--- src/design/pcg_pkg.sv ---
// shared types and constants of the polyline curvature block
package pcg_pkg;

    localparam int COORD_FRAC_BITS = 16;
    localparam int CURV_WIDTH      = 32;
    // squared-magnitude quotient bits: curvature magnitude stays below 2^(CURV_WIDTH-1)
    localparam int QUO_BITS        = 2 * (CURV_WIDTH - 1);
    localparam int WIN_DEPTH       = 4;
    localparam int PTS             = WIN_DEPTH + 1;
    localparam logic [2:0] PTS_SAT = 3'd5;

    // window positions: center of a full window and newest point
    localparam logic [2:0] POS_CENTER = 3'd2;
    localparam logic [2:0] POS_NEWEST = 3'd4;

    localparam logic [CURV_WIDTH-1:0] SAT_POS = {1'b0, {(CURV_WIDTH-1){1'b1}}};
    localparam logic [CURV_WIDTH-1:0] SAT_NEG = {1'b1, {(CURV_WIDTH-1){1'b0}}};

    typedef enum logic [2:0] {
        ST_IDLE,
        ST_SETUP,
        ST_CALC,
        ST_EMIT,
        ST_UPDATE
    } t_item_st;

    typedef enum logic [3:0] {
        C_IDLE,
        C_M1,
        C_M2,
        C_NEG,
        C_SQN,
        C_SQQ1,
        C_SQQ2,
        C_Q2,
        C_Q3,
        C_CMP,
        C_DIV,
        C_SQRT,
        C_DONE
    } t_core_st;

    typedef struct packed {
        logic shift;
        logic clear;
    } t_win_ctl;

endpackage

--- src/design/pcg_window.sv ---
// point window and gradient terms for one selected window position
module pcg_window #(
    parameter int COORD_WIDTH = 32
) (
    input  logic                          i_clk,
    input  logic                          i_rst_n,
    input  pcg_pkg::t_win_ctl             i_ctl,
    input  logic signed [COORD_WIDTH-1:0] i_new_x,
    input  logic signed [COORD_WIDTH-1:0] i_new_y,
    input  logic                          i_last,
    input  logic [2:0]                    i_sel,
    output logic [2:0]                    o_count,
    output logic signed [COORD_WIDTH+1:0] o_dx,
    output logic signed [COORD_WIDTH+1:0] o_dy,
    output logic signed [COORD_WIDTH+3:0] o_ex,
    output logic signed [COORD_WIDTH+3:0] o_ey
);
    import pcg_pkg::*;

    localparam int DW = COORD_WIDTH + 2;
    localparam int EW = COORD_WIDTH + 4;

    logic signed [COORD_WIDTH-1:0] r_wx [WIN_DEPTH];
    logic signed [COORD_WIDTH-1:0] r_wy [WIN_DEPTH];
    logic [2:0]                    r_count;

    logic [2:0]          hist;
    logic [2:0]          first;
    logic                start;
    logic signed [DW-1:0] apx [PTS+2];
    logic signed [DW-1:0] apy [PTS+2];
    logic signed [DW-1:0] g1x [PTS];
    logic signed [DW-1:0] g1y [PTS];
    logic signed [EW-1:0] gpx [PTS+2];
    logic signed [EW-1:0] gpy [PTS+2];
    logic signed [EW-1:0] g2x [PTS];
    logic signed [EW-1:0] g2y [PTS];

    // window shift, clear after the final point
    always_ff @(posedge i_clk) begin
        if (!i_rst_n || i_ctl.clear) begin
            r_count <= '0;
            for (int j = 0; j < WIN_DEPTH; j++) begin
                r_wx[j] <= '0;
                r_wy[j] <= '0;
            end
        end else if (i_ctl.shift) begin
            for (int j = 0; j < WIN_DEPTH - 1; j++) begin
                r_wx[j] <= r_wx[j+1];
                r_wy[j] <= r_wy[j+1];
            end
            r_wx[WIN_DEPTH-1] <= i_new_x;
            r_wy[WIN_DEPTH-1] <= i_new_y;
            r_count <= (r_count < PTS_SAT) ? r_count + 3'd1 : PTS_SAT;
        end
    end

    // first valid position and whether it opens the polyline
    always_comb begin
        hist  = (r_count >= 3'(WIN_DEPTH)) ? 3'(WIN_DEPTH) : r_count;
        first = 3'(WIN_DEPTH) - hist;
        start = (r_count <= 3'(WIN_DEPTH));
    end

    // padded point rows, the pads repeat the edge points
    always_comb begin
        for (int j = 0; j < WIN_DEPTH; j++) begin
            apx[j+1] = {{2{r_wx[j][COORD_WIDTH-1]}}, r_wx[j]};
            apy[j+1] = {{2{r_wy[j][COORD_WIDTH-1]}}, r_wy[j]};
        end
        apx[PTS] = {{2{i_new_x[COORD_WIDTH-1]}}, i_new_x};
        apy[PTS] = {{2{i_new_y[COORD_WIDTH-1]}}, i_new_y};
        apx[0]     = apx[1];
        apy[0]     = apy[1];
        apx[PTS+1] = apx[PTS];
        apy[PTS+1] = apy[PTS];
    end

    // doubled first derivatives
    always_comb begin
        for (int j = 0; j < PTS; j++) begin
            if (start && 3'(j) == first) begin
                g1x[j] = (apx[j+2] - apx[j+1]) <<< 1;
                g1y[j] = (apy[j+2] - apy[j+1]) <<< 1;
            end else if (i_last && j == PTS - 1) begin
                g1x[j] = (apx[j+1] - apx[j]) <<< 1;
                g1y[j] = (apy[j+1] - apy[j]) <<< 1;
            end else begin
                g1x[j] = apx[j+2] - apx[j];
                g1y[j] = apy[j+2] - apy[j];
            end
        end
    end

    // padded first-derivative rows
    always_comb begin
        for (int j = 0; j < PTS; j++) begin
            gpx[j+1] = {{2{g1x[j][DW-1]}}, g1x[j]};
            gpy[j+1] = {{2{g1y[j][DW-1]}}, g1y[j]};
        end
        gpx[0]     = gpx[1];
        gpy[0]     = gpy[1];
        gpx[PTS+1] = gpx[PTS];
        gpy[PTS+1] = gpy[PTS];
    end

    // quadrupled second derivatives
    always_comb begin
        for (int j = 0; j < PTS; j++) begin
            if (start && 3'(j) == first) begin
                g2x[j] = (gpx[j+2] - gpx[j+1]) <<< 1;
                g2y[j] = (gpy[j+2] - gpy[j+1]) <<< 1;
            end else if (i_last && j == PTS - 1) begin
                g2x[j] = (gpx[j+1] - gpx[j]) <<< 1;
                g2y[j] = (gpy[j+1] - gpy[j]) <<< 1;
            end else begin
                g2x[j] = gpx[j+2] - gpx[j];
                g2y[j] = gpy[j+2] - gpy[j];
            end
        end
    end

    assign o_count = r_count;
    assign o_dx    = g1x[i_sel];
    assign o_dy    = g1y[i_sel];
    assign o_ex    = g2x[i_sel];
    assign o_ey    = g2y[i_sel];

endmodule

--- config.mk ---
export PLATFORM = sky130hd
export DESIGN_NAME = pcg_window
export DESIGN_NICKNAME = d
export VERILOG_FILES = /design/src/design/pcg_pkg.sv /design/src/design/pcg_window.sv
export SDC_FILE = /design/constraint.sdc
export NUM_CORES = 2
export LEC_CHECK = 0
export BUFFER_PORTS_ARGS = -buffer_cell sky130_fd_sc_hd__buf_2
export CORE_UTILIZATION = 50
export CTS_CLUSTER_SIZE = 24
export DETAILED_ROUTE_END_ITERATION = 6
export PLACE_DENSITY = 0.69
export SLEW_MARGIN = 20
export SYNTH_ARGS = -nofsm -noshare
export SYNTH_HDL_FRONTEND = slang
export SYNTH_SLANG_ARGS = --single-unit
--- constraint.sdc ---
create_clock -name i_clk -period 16.6 [get_ports i_clk]
set_clock_uncertainty 0.2 [all_clocks]
set_input_delay 1.66 -clock i_clk [delete_from_list [all_inputs] [get_ports i_clk]]
set_output_delay 1.66 -clock i_clk [all_outputs]
set_load 0.01 [all_outputs]
==> Flow_metrics.wiki <==
{| class="wikitable"
! Metric !! Value
|-
| Layout cells sized above 1 || 0.0644
|-
| Final Power || 8.64 mW
|-
| Gate family responsible for the most delay along the worst path || compound AO/OA/AOI/OAI gates
|-
| Total power divided by cell area || 125 nW/um^2
|-
| Total nets after synthesis || 9904
|-
| Overall die area || 131000 sq um
|-
| Via count of the first global-routing pass || 67300
|-
| Maximum frequency from static timing analysis || 0.0904 GHz
|-
| Maximum vdd drop || 0.0000731 V
|-
| Per-instance average area after synthesis || 7.30 sq um
|-
| Post-detailed-route via-to-cell ratio || 6.56
|-
| Post-CTS clock slew at the launch and capture registers of the worst setup and hold paths || 0.06 ns
|-
| RSZ-0062 raised after global routing || false
|-
| Share of async-settable or async-resettable flops after synthesis || 0
|-
| H-tree levels || 2
|-
| Number of distinct library cells after synthesis || 112
|-
| Post-CTS setup-driven buffer insertion count || 0
|-
| Commonest cells after routing, fill and taps aside || a21oi_1, ha_1, nand2_1, inv_1, nor2_1
|-
| Min-delay worst type || reg -> reg
|-
| Sum of routed wire length over all layers || 269000 um
|-
| Xor/xnor cell area share of the yosys netlist || 0.0954
|-
| Data arrival at the endpoint of the critical path || 9.20 ns
|-
| P_leak || 30.9 nW
|-
| Endpoint kind of the worst setup timing path || primary output
|-
| Failing checks || DRC
|-
| Worst slack at placement || 6.01 ns
|-
| Post-route cell area || 69000 sq um
|-
| Required arrival time at the worst endpoint || 14.74 ns
|-
| Library cell contributing the largest single delay on the critical path || a21boi_0
|-
| Count of unresolved DRC violations after routing || 14
|-
| Max-capacitance violation count || 0
|-
| Count of flip-flops with a built-in enable after synthesis || 256
|-
| Root Buffer Master || clkbuf_16
|-
| Initial detailed-routing violation count || 7460
|-
| Antenna violations before repair || 14
|-
| # hold bufs at CTS || 0
|-
| Post-route clock period utilization || 0.666
|-
| Die span in y || 362 um
|-
| Global placer's final weighted congestion || 1.03
|-
| Worst Setup Start Kind || register
|-
| Global route overflow || 0
|-
| Sequential share of the synthesized area || 0.119
|-
| Clock latency reported for the late side of the worst-skew pair || 0.61 ns
|-
| Most common library cell in the layout ignoring fill and taps || a21oi_1
|-
| Hold violation total from the final report || 0
|-
| Effective utilization at floorplan || 0.506
|-
| Total number of vias || 70200
|-
| Core footprint || 128000 sq um
|-
| Count of buffer and inverter cells on the critical path || 2
|-
| Critical path's largest stage delay || 0.76 ns
|-
| Outcome || complete, but fails checks
|-
| Sequential Area || 7750 sq um
|-
| Clock buffer count from CTS || 34
|-
| Multiplexer area fraction after synthesis || 0.0427
|-
| Register bit total from synthesis || 259
|-
| Minimum clock period after layout || 11.06 ns
|-
| Final worst-path setup slack || 5.54 ns
|-
| Share of the synthesized area in compound gates (AO/OA/AOI/OAI) || 0.306
|-
| Critical path type || reg -> out
|-
| Clock net sink count || 259
|-
| Aggregate negative setup slack || 0 ns
|-
| Dpl cell area || 68000 sq um
|-
| Growth of design area from synthesis to finish || 6.36%
|-
| I/O pin total || 215
|-
| Die Span X || 362 um
|-
| Post-synth top flop || edfxtp_1
|-
| Wire length of the first global-routing pass || 396000 um
|-
| First-pass DRT Iterations || 7
|-
| Number of max-slew violations in the final report || 0
|-
| CTS tree || done
|-
| Max Fanout on Critical Path || 5
|-
| Main combinational cell family by area after synthesis || compound AO/OA/AOI/OAI gates
|-
| DP Wirelength || 216000 um
|-
| Maximum number of pins on one net before global-route repair || 99
|-
| Mapped Cells || 8898
|-
| Area fraction in and, or, nand and nor cells after synthesis || 0.191
|-
| Placement row count || 131
|-
| Tightest Pin Transition || 1.20 ns
|-
| Warnings, synthesis || 0
|-
| Resized Gates After CTS || 0
|-
| Port-buffer cells || 214
|-
| Final net count || 9964
|-
| Setup Viol. Count Final || 0
|-
| Total routing resource utilization after global routing || 0.392
|-
| Layout filler cell count || 12700
|-
| Relative max-transition margin || 0.188
|-
| Post-synthesis adder-cell area fraction || 0.186
|-
| Buffers from clock root to sink, at most || 3
|-
| Average detailed-routed wire length per instance || 25.1 um
|-
| Post-route antenna net violation count || 0
|-
| Multi-input gate area in the final layout || 53400 sq um
|-
| Post-synth design cell area || 64900 sq um
|}
==> metal layers <==
layer / global-route usage / up-vias / wire (um)
met5: 0 / - / 39
met1: 0.516 / 33400 / 111000
li1: - / 32700 / -
met3: 0.0475 / 627 / 23800
met4: 0.191 / 6 / 14600
met2: 0.633 / 3464 / 119000
==> registers in the layout, summed over array words and instances (netlist names) <==
| signal | flops |
|---|---|
| r_wx | 128 |
| r_wy | 128 |
| o_count | 3 |
==> cell usage after synthesis, drive strengths merged, types with 19 or more instances <==
library cell | count | share of area
mux2i | 128 | 0.020
clkbuf | 263 | 0.015
a211oi | 112 | 0.013
buf | 41 | 0.0027
fa | 28 | 0.0086
o22ai | 75 | 0.0072
o31ai | 48 | 0.0061
inv | 718 | 0.042
nand2b | 151 | 0.015
a21boi | 47 | 0.0054
a211o | 29 | 0.0039
xor2 | 268 | 0.036
and2 | 108 | 0.010
o31a | 39 | 0.0053
nor2 | 707 | 0.041
and3 | 86 | 0.0084
o311ai | 23 | 0.0031
o2111ai | 20 | 0.0028
xnor2 | 438 | 0.059
o21ai | 701 | 0.054
o2bb2ai | 26 | 0.0035
a311oi | 21 | 0.0029
edfxtp | 256 | 0.12
nand2 | 734 | 0.042
or2 | 35 | 0.0034
or3 | 62 | 0.0060
a31o | 22 | 0.0030
a2111oi | 21 | 0.0035
ha | 906 | 0.17
a31oi | 104 | 0.010
nand4 | 57 | 0.0055
a221oi | 30 | 0.0041
mux4 | 58 | 0.020
o21a | 163 | 0.019
nor2b | 123 | 0.012
o211ai | 83 | 0.0097
a21oi | 952 | 0.074
nand3 | 137 | 0.011
nor3 | 360 | 0.028
nor3b | 19 | 0.0024
a221o | 24 | 0.0037
a21o | 323 | 0.037
o21bai | 94 | 0.011
==> through the flow <==
| step | utilization | std cells | hold WS, ns |
|---|---|---|---|
| after floorplan | - | 8898 | 0.379 |
| after global placement | 0.531 | 10700 | 0.411 |
| after detailed placement | 0.531 | 10700 | 0.440 |
| after CTS | 0.539 | 10700 | 0.450 |
| after global routing | 0.539 | 10700 | 0.514 |
| final | 0.539 | 10700 | 0.468 |
==> final cells by class <==
type | instances | area share
Clock buffer | 41 | 0.0136
Clock inverter | 16 | 0.00129
Timing Repair Buffer | 328 | 0.0287
Antenna cell | 4 | 0.000145
Tap cell | 1729 | 0.0313
Sequential cell | 259 | 0.112
Multi-Input combinational cell | 7616 | 0.773
Inverter | 719 | 0.0392
==> worst paths after layout <==
kind	startpoint	to	slack, ns	depth (start not counted)
min	o_count[0]$_SDFFE_PP0P_	o_count[0]$_SDFFE_PP0P_	0.47	2
max reg2reg	o_count[1]$_SDFFE_PP0P_	o_count[1]$_SDFFE_PP0P_	14.91	4
max	r_wx[1][1]$_SDFFCE_PN0P_	o_ex[32]	5.54	29
min reg2reg	o_count[0]$_SDFFE_PP0P_	o_count[0]$_SDFFE_PP0P_	0.47	2
==> logic make-up (layout without fill, tap and decap cells) <==
logic type,Yosys count,in the layout
AOI/OAI and AO/OA,3118,3118
and+or+nand+nor,2641,2641
buffers and inverters,1023,1104
adders and majority gates,950,950
xor gates and xnor gates,706,706
DFF,259,259
muxes,201,201
other,0,4
==> where the power goes <==
group / leakage [nW] / switching (mW) / total (mW) / internal [mW]
Combinational: 27.4 / 4.35 / 7.14 / 2.80
Clock: 0.506 / 0.322 / 0.725 / 0.403
Sequential: 3.00 / 0.0253 / 0.774 / 0.749
==> worst reg2reg max path, stage by stage (launching register included) <==
cell and delay [ns]:
dfxtp_1 0.61, inv_1 0.25, ha_1 0.33, nand3_1 0.08
a21oi_1 0.07
No activity file was read; power rests on OpenSTA's default activity.
