## src/design/pcg_pkg.sv

```systemverilog
// shared types and constants of the polyline curvature block
package pcg_pkg;

    localparam int COORD_FRAC_BITS = 16;
    localparam int CURV_WIDTH      = 32;
    // squared-magnitude quotient bits: curvature magnitude stays below 2^(CURV_WIDTH-1)
    localparam int QUO_BITS        = 2 * (CURV_WIDTH - 1);
    localparam int WIN_DEPTH       = 4;
    localparam int PTS             = WIN_DEPTH + 1;
    localparam logic [2:0] PTS_SAT = 3'd5;

    // window positions: center of a full window and newest point
    localparam logic [2:0] POS_CENTER = 3'd2;
    localparam logic [2:0] POS_NEWEST = 3'd4;

    localparam logic [CURV_WIDTH-1:0] SAT_POS = {1'b0, {(CURV_WIDTH-1){1'b1}}};
    localparam logic [CURV_WIDTH-1:0] SAT_NEG = {1'b1, {(CURV_WIDTH-1){1'b0}}};

    typedef enum logic [2:0] {
        ST_IDLE,
        ST_SETUP,
        ST_CALC,
        ST_EMIT,
        ST_UPDATE
    } t_item_st;

    typedef enum logic [3:0] {
        C_IDLE,
        C_M1,
        C_M2,
        C_NEG,
        C_SQN,
        C_SQQ1,
        C_SQQ2,
        C_Q2,
        C_Q3,
        C_CMP,
        C_DIV,
        C_SQRT,
        C_DONE
    } t_core_st;

    typedef struct packed {
        logic shift;
        logic clear;
    } t_win_ctl;

endpackage

```

## src/design/pcg_alu.sv

```systemverilog
// shared wide adder and subtractor with unsigned compare
module pcg_alu #(
    parameter int WIDTH = 64
) (
    input  logic [WIDTH-1:0] i_a,
    input  logic [WIDTH-1:0] i_b,
    input  logic             i_sub,
    output logic [WIDTH-1:0] o_sum,
    output logic             o_ge
);
    logic [WIDTH:0] full;

    // carry out of a - b is set when a >= b
    assign full  = {1'b0, i_a} + {1'b0, (i_sub ? ~i_b : i_b)} + {{WIDTH{1'b0}}, i_sub};
    assign o_sum = full[WIDTH-1:0];
    assign o_ge  = i_sub & full[WIDTH];

endmodule

```

## src/design/pcg_core.sv

```systemverilog
// curvature sequencer: shift-add products, restoring divide and square root on one adder
module pcg_core #(
    parameter int COORD_WIDTH    = 32,
    parameter int CURV_FRAC_BITS = 24
) (
    input  logic                                i_clk,
    input  logic                                i_rst_n,
    input  logic                                i_start,
    input  logic signed [COORD_WIDTH+1:0]       i_dx,
    input  logic signed [COORD_WIDTH+1:0]       i_dy,
    input  logic signed [COORD_WIDTH+3:0]       i_ex,
    input  logic signed [COORD_WIDTH+3:0]       i_ey,
    output logic                                o_done,
    output logic [pcg_pkg::CURV_WIDTH-1:0]      o_result
);
    import pcg_pkg::*;

    localparam int DW   = COORD_WIDTH + 2;
    localparam int EW   = COORD_WIDTH + 4;
    localparam int MW   = 2 * COORD_WIDTH + 5;
    localparam int QW   = 2 * COORD_WIDTH + 3;
    localparam int SH   = 2 * (COORD_FRAC_BITS + CURV_FRAC_BITS);
    localparam int PW   = 4 * COORD_WIDTH + 10 + SH;
    localparam int CW   = 6 * COORD_WIDTH + 9 + QUO_BITS;
    localparam int LW   = ((PW > CW) ? PW : CW) + 1;
    localparam int CNTW = $clog2(QUO_BITS);

    t_core_st               r_state, n_state;
    logic [LW-1:0]          r_acc, n_acc;
    logic [LW-1:0]          r_mcand, n_mcand;
    logic [MW-1:0]          r_mplier, n_mplier;
    logic                   r_neg, n_neg;
    logic [LW-1:0]          r_rem, n_rem;
    logic [LW-1:0]          r_div, n_div;
    logic [QW-1:0]          r_q, n_q;
    logic [QUO_BITS-1:0]    r_quo, n_quo;
    logic [QUO_BITS-1:0]    r_root, n_root;
    logic [QUO_BITS-1:0]    r_one, n_one;
    logic [CNTW-1:0]        r_cnt, n_cnt;
    logic [CURV_WIDTH-1:0]  r_res, n_res;

    logic [LW-1:0]          alu_a, alu_b, alu_sum;
    logic                   alu_sub, alu_ge;

    logic [DW-1:0]          dxu, dyu, dx_mag, dy_mag, dx_neg;
    logic [EW-1:0]          exu, eyu, ey_mag, ex_neg;
    logic [DW-1:0]          mc1;
    logic [EW-1:0]          mc2;
    logic [LW-1:0]          mul_acc, nval;
    logic                   mul_last;
    logic [QUO_BITS-1:0]    quo_v, root_v;
    logic [CURV_WIDTH-2:0]  mag;

    pcg_alu #(.WIDTH(LW)) u_alu (
        .i_a   (alu_a),
        .i_b   (alu_b),
        .i_sub (alu_sub),
        .o_sum (alu_sum),
        .o_ge  (alu_ge)
    );

    // magnitudes and signed multiplicands of the derivative terms
    always_comb begin
        dxu    = i_dx;
        dyu    = i_dy;
        exu    = i_ex;
        eyu    = i_ey;
        dx_neg = ~dxu + 1'b1;
        ex_neg = ~exu + 1'b1;
        dx_mag = dxu[DW-1] ? dx_neg : dxu;
        dy_mag = dyu[DW-1] ? (~dyu + 1'b1) : dyu;
        ey_mag = eyu[EW-1] ? (~eyu + 1'b1) : eyu;
        // dx*ey then -(ex*dy), each with a non-negative multiplier
        mc1    = eyu[EW-1] ? dx_neg : dxu;
        mc2    = dyu[DW-1] ? exu : ex_neg;
    end

    // state and datapath registers
    always_ff @(posedge i_clk) begin
        if (!i_rst_n) begin
            r_state <= C_IDLE;
        end else begin
            r_state <= n_state;
        end
        r_acc    <= n_acc;
        r_mcand  <= n_mcand;
        r_mplier <= n_mplier;
        r_neg    <= n_neg;
        r_rem    <= n_rem;
        r_div    <= n_div;
        r_q      <= n_q;
        r_quo    <= n_quo;
        r_root   <= n_root;
        r_one    <= n_one;
        r_cnt    <= n_cnt;
        r_res    <= n_res;
    end

    // sequencer; derivative inputs hold still while it runs
    always_comb begin
        n_state  = r_state;
        n_acc    = r_acc;
        n_mcand  = r_mcand;
        n_mplier = r_mplier;
        n_neg    = r_neg;
        n_rem    = r_rem;
        n_div    = r_div;
        n_q      = r_q;
        n_quo    = r_quo;
        n_root   = r_root;
        n_one    = r_one;
        n_cnt    = r_cnt;
        n_res    = r_res;
        o_done   = 1'b0;
        alu_a    = r_acc;
        alu_b    = r_mcand;
        alu_sub  = 1'b0;
        mul_acc  = r_mplier[0] ? alu_sum : r_acc;
        mul_last = (r_mplier[MW-1:1] == '0);
        nval     = r_acc;
        quo_v    = r_quo;
        root_v   = r_root;
        mag      = '0;

        unique case (r_state)
            C_IDLE: begin
                if (i_start) begin
                    if (dxu == '0 || dyu == '0) begin
                        n_res   = '0;
                        n_state = C_DONE;
                    end else begin
                        n_acc    = '0;
                        n_mcand  = {{(LW-DW){mc1[DW-1]}}, mc1};
                        n_mplier = {{(MW-EW){1'b0}}, ey_mag};
                        n_state  = C_M1;
                    end
                end
            end
            C_M1: begin
                n_acc    = mul_acc;
                n_mcand  = r_mcand << 1;
                n_mplier = r_mplier >> 1;
                if (mul_last) begin
                    n_mcand  = {{(LW-EW){mc2[EW-1]}}, mc2};
                    n_mplier = {{(MW-DW){1'b0}}, dy_mag};
                    n_state  = C_M2;
                end
            end
            C_M2: begin
                n_acc    = mul_acc;
                n_mcand  = r_mcand << 1;
                n_mplier = r_mplier >> 1;
                if (mul_last) begin
                    n_state = C_NEG;
                end
            end
            C_NEG: begin
                // take the magnitude of the numerator
                alu_a    = '0;
                alu_b    = r_acc;
                alu_sub  = 1'b1;
                n_neg    = r_acc[LW-1];
                nval     = r_acc[LW-1] ? alu_sum : r_acc;
                n_mcand  = nval;
                n_mplier = nval[MW-1:0];
                n_acc    = '0;
                n_state  = C_SQN;
            end
            C_SQN: begin
                n_acc    = mul_acc;
                n_mcand  = r_mcand << 1;
                n_mplier = r_mplier >> 1;
                if (mul_last) begin
                    n_rem    = mul_acc << SH;
                    n_mcand  = {{(LW-DW){1'b0}}, dx_mag};
                    n_mplier = {{(MW-DW){1'b0}}, dx_mag};
                    n_acc    = '0;
                    n_state  = C_SQQ1;
                end
            end
            C_SQQ1: begin
                n_acc    = mul_acc;
                n_mcand  = r_mcand << 1;
                n_mplier = r_mplier >> 1;
                if (mul_last) begin
                    n_mcand  = {{(LW-DW){1'b0}}, dy_mag};
                    n_mplier = {{(MW-DW){1'b0}}, dy_mag};
                    n_state  = C_SQQ2;
                end
            end
            C_SQQ2: begin
                n_acc    = mul_acc;
                n_mcand  = r_mcand << 1;
                n_mplier = r_mplier >> 1;
                if (mul_last) begin
                    n_q      = mul_acc[QW-1:0];
                    n_mcand  = mul_acc;
                    n_mplier = {{(MW-QW){1'b0}}, mul_acc[QW-1:0]};
                    n_acc    = '0;
                    n_state  = C_Q2;
                end
            end
            C_Q2: begin
                n_acc    = mul_acc;
                n_mcand  = r_mcand << 1;
                n_mplier = r_mplier >> 1;
                if (mul_last) begin
                    n_mcand  = mul_acc;
                    n_mplier = {{(MW-QW){1'b0}}, r_q};
                    n_acc    = '0;
                    n_state  = C_Q3;
                end
            end
            C_Q3: begin
                n_acc    = mul_acc;
                n_mcand  = r_mcand << 1;
                n_mplier = r_mplier >> 1;
                if (mul_last) begin
                    n_div   = mul_acc << QUO_BITS;
                    n_state = C_CMP;
                end
            end
            C_CMP: begin
                // quotient too large for the output range
                alu_a   = r_rem;
                alu_b   = r_div;
                alu_sub = 1'b1;
                if (alu_ge) begin
                    n_res   = r_neg ? SAT_NEG : SAT_POS;
                    n_state = C_DONE;
                end else begin
                    n_div   = r_div >> 1;
                    n_quo   = '0;
                    n_cnt   = CNTW'(QUO_BITS - 1);
                    n_state = C_DIV;
                end
            end
            C_DIV: begin
                alu_a   = r_rem;
                alu_b   = r_div;
                alu_sub = 1'b1;
                if (alu_ge) begin
                    n_rem = alu_sum;
                end
                quo_v = {r_quo[QUO_BITS-2:0], alu_ge};
                n_quo = quo_v;
                n_div = r_div >> 1;
                n_cnt = r_cnt - 1'b1;
                if (r_cnt == '0) begin
                    n_rem   = {{(LW-QUO_BITS){1'b0}}, quo_v};
                    n_root  = '0;
                    n_one   = {2'b01, {(QUO_BITS-2){1'b0}}};
                    n_cnt   = CNTW'(QUO_BITS / 2 - 1);
                    n_state = C_SQRT;
                end
            end
            C_SQRT: begin
                alu_a   = r_rem;
                alu_b   = {{(LW-QUO_BITS){1'b0}}, (r_root | r_one)};
                alu_sub = 1'b1;
                if (alu_ge) begin
                    n_rem  = alu_sum;
                    root_v = (r_root >> 1) | r_one;
                end else begin
                    root_v = r_root >> 1;
                end
                n_root = root_v;
                n_one  = r_one >> 2;
                n_cnt  = r_cnt - 1'b1;
                if (r_cnt == '0) begin
                    mag     = root_v[CURV_WIDTH-2:0];
                    n_res   = r_neg ? ({CURV_WIDTH{1'b0}} - {1'b0, mag}) : {1'b0, mag};
                    n_state = C_DONE;
                end
            end
            C_DONE: begin
                o_done  = 1'b1;
                n_state = C_IDLE;
            end
            default: begin
                n_state = C_IDLE;
            end
        endcase
    end

    assign o_result = r_res;

endmodule

```

## config.mk

```make
export PLATFORM = sky130hd
export DESIGN_NAME = pcg_core
export DESIGN_NICKNAME = d
export VERILOG_FILES = /design/src/design/pcg_pkg.sv /design/src/design/pcg_alu.sv /design/src/design/pcg_core.sv
export SDC_FILE = /design/constraint.sdc
export NUM_CORES = 2
export LEC_CHECK = 0
export BUFFER_PORTS_ARGS = -buffer_cell sky130_fd_sc_hd__buf_2
export CAP_MARGIN = 40
export CORE_ASPECT_RATIO = 0.7
export CORE_UTILIZATION = 33
export DETAILED_ROUTE_END_ITERATION = 10
export GPL_TIMING_DRIVEN = 0
export REMOVE_ABC_BUFFERS = 1
export SLEW_MARGIN = 20
export SYNTH_ARGS = -nofsm -noshare
export SYNTH_HDL_FRONTEND = slang
export SYNTH_SLANG_ARGS = --single-unit
```

## constraint.sdc

```tcl
create_clock -name i_clk -period 46.1 [get_ports i_clk]
set_input_delay 13.83 -clock i_clk [delete_from_list [all_inputs] [get_ports i_clk]]
set_output_delay 13.83 -clock i_clk [all_outputs]
set_load 0.005 [all_outputs]
```

==> run metrics <==
RSZ-0062 raised after global routing false; DP HPWL 410000 um; Worst Path Arrival between 20 and 25 ns; hold-fix buffer count after cts 0; Worst Slack Setup Final 26.57 ns; Detail Route Antenna Nets 0; count of state elements after synthesis 1388; busiest layer in global routing met1; Slew HR 28.6%; vias per cell 6.77; syn avg cell area 9.00 um2; cells after synthesis 10900; Worst R2R Path Depth 34; Resized Gates After CTS 0; Register Area 0.0416 mm2; yosys warns 0; status completed; Seq/Total Area, Yosys between 40% and 50%; GR Util met3 16.5%; PortBufs 175; Worst Tran Pin Value about 1.1 ns; via count of the first global-routing pass 89400; Yosys top cell by area edfxtp_1; synth cell count leaders edfxtp_1 (1384), nor2_1 (1289), a21oi_1 (1201); total gr overflow 0; met2 Use GR 40.4%; HP Start r_quo[11]; pre-CTS setup slack 25.94 ns; met1 Usage GRT 51.3%; Yosys cell types 96; largest net degree at the start of global routing between 80 and 90; critical path fanouts, max 41; # rows approximately 170; WL/cell 35.3 um; R2R Path End o_result[22]; clk root buf clkbuf_16; top-count cell post-synth edfxtp_1; Synth top area share 42.3%; Clock transition at path regs 0.06 ns; number of clock sinks 1388; max cap viols 0; Area contributors post-synth edfxtp_1 (42%), a21oi_1 (6.1%), nor2_1 (4.9%), mux2i_1 (4.9%), o21ai_0 (4.5%); die height 459 um; ys async rst share 0%; DIE WIDTH 654 um; Post-synth EDFFs around 1400; nets 11400; hold path cells 1; area of the die 0.300 mm2; Max Fclk between 50 and 60 MHz; Area Growth Syn to Fin 18.6%; Clock Path Buffers 4; layout filler cell count 29400; initial DRC count 20000; I/O pin cnt 176; CP Class in2reg; post-CTS setup buffer count 0; Final period util 42.4%; TNS Setup 0 ns; Inserted Clock Buffers 172; Core Util, Final 39.4%; Worst setup EP type register; CTS tree built; Initial Util 33.2%; Reg2Reg Setup Slack 33.50 ns; Fin. Hold Viols 0; Mapped Area 0.0983 mm2; Worst Path Required around 47 ns; Placer Congestion 1.03; Core Region 0.296 mm2; DR DRC count 0; top_reg_cell synth edfxtp_1; hold crit path type reg2reg; multi-input logic area 0.0540 mm2; first-pass GRT wire length 728000 um; total vias in the final route 102000; crit path time final around 20 ns; First-pass DRT Iterations 7; clock latency on the worst-skew pair 0.90 ns; initial antenna violation count 43; final wirelength 532000 um; final count of pins violating max slew 0; worst r2r src r_state[0]; endpoints failing setup 0; share of cells above drive strength 1 approximately 11%; H-tree depth 4; GRT Total Usage between 30% and 40%; hold path endpoint r_quo[12]; CP Launch Type input pin; worst-case clock skew 0.0893 ns
-- logic make-up after synthesis --
family	share of synthesized area [%]
multiplexers	5.34
adder cells (fa/ha/maj)	3.46
flip-flops	42.4
XOR/XNOR	3.93
AND/OR/NAND/NOR	15.2
AO/OA/AOI/OAI	25.7
buffers and inverters	4.05
-- layer usage --
| metal | part of all wire (%) | vias to the layer above |
|---|---|---|
| li1 | - | 41700 |
| met4 | 3.4 | 42 |
| met5 | 0.11 | - |
| met1 | 42 | 50100 |
| met2 | 35 | 9313 |
| met3 | 19 | 961 |
-- stage by stage --
stage	cell area, um2	hold WS, ns	instances
after floorplan	95200	0.496	10100
after global placement	101000	0.508	14300
after detailed placement	111000	0.512	14700
after CTS	116000	0.527	15000
after global routing	116000	0.541	15000
final	117000	0.520	15100
-- worst max-delay path by stage --
stage                     startpoint            to  slack [ns]
after floorplan           r_state[2]      r_quo[0]      -21.97
after global placement    r_state[2]     r_quo[44]     -204.82
after detailed placement     i_dx[3]  r_mcand[182]       25.94
after CTS                    i_dx[3]  r_mcand[182]       26.81
after global routing         i_dx[3]  r_mcand[116]       26.59
final                        i_dx[3]  r_mcand[182]       26.57
-- placed cells by master, fill, tap and decap left out, types with 164 or more instances in the layout --
master     count
ha_1         270
o22ai_1      164
xor2_1       216
a22o_1       267
nand2_1     1030
buf_16       172
mux2i_1      398
xnor2_1      222
inv_1        228
nor2_1      1269
buf_2        227
edfxtp_1    1384
o21ai_0      868
a221oi_1     318
nand4_1      182
a21oi_1     1194
clkbuf_16    175
-- worst max-delay path: stages --
cell      delay (ns)
buf_2           0.13
nor3_1          0.27
nand3_1         0.33
or4_4           0.68
or3_4           0.44
or2_1           0.29
or4_1           0.61
nor3_1          0.29
ha_1            0.30
a211oi_4        0.36
buf_6           0.25
buf_8           0.21
buf_6           0.21
buf_6           0.22
or2_4           0.40
buf_12          0.31
buf_16          0.28
buf_16          0.28
a221o_1         0.17
a21oi_1         0.04
o21ai_0         0.12
-- registers in the layout, summed over array words and instances (netlist names) --
register  flops
r_one        31
r_cnt         6
r_neg         1
o_result     32
r_mcand     264
r_state       4
r_root       61
r_acc       264
r_mplier     69
r_quo        61
r_rem       264
r_q          67
r_div       264
-- layout make-up --
| class | count | share of cell area [%] |
|---|---|---|
| clock inverters | 99 | 0.783 |
| inverters | 232 | 0.758 |
| clock buffers | 202 | 3.87 |
| multi-input cells | 8490 | 46.4 |
| flip-flops and latches | 1388 | 35.7 |
| well taps | 3971 | 4.26 |
| diodes | 22 | 0.0472 |
| repair buffers | 664 | 8.18 |
Power is left out: the tool's default activity adds up to more than one toggle a clock period on the data nets, which glitch-free logic cannot reach.
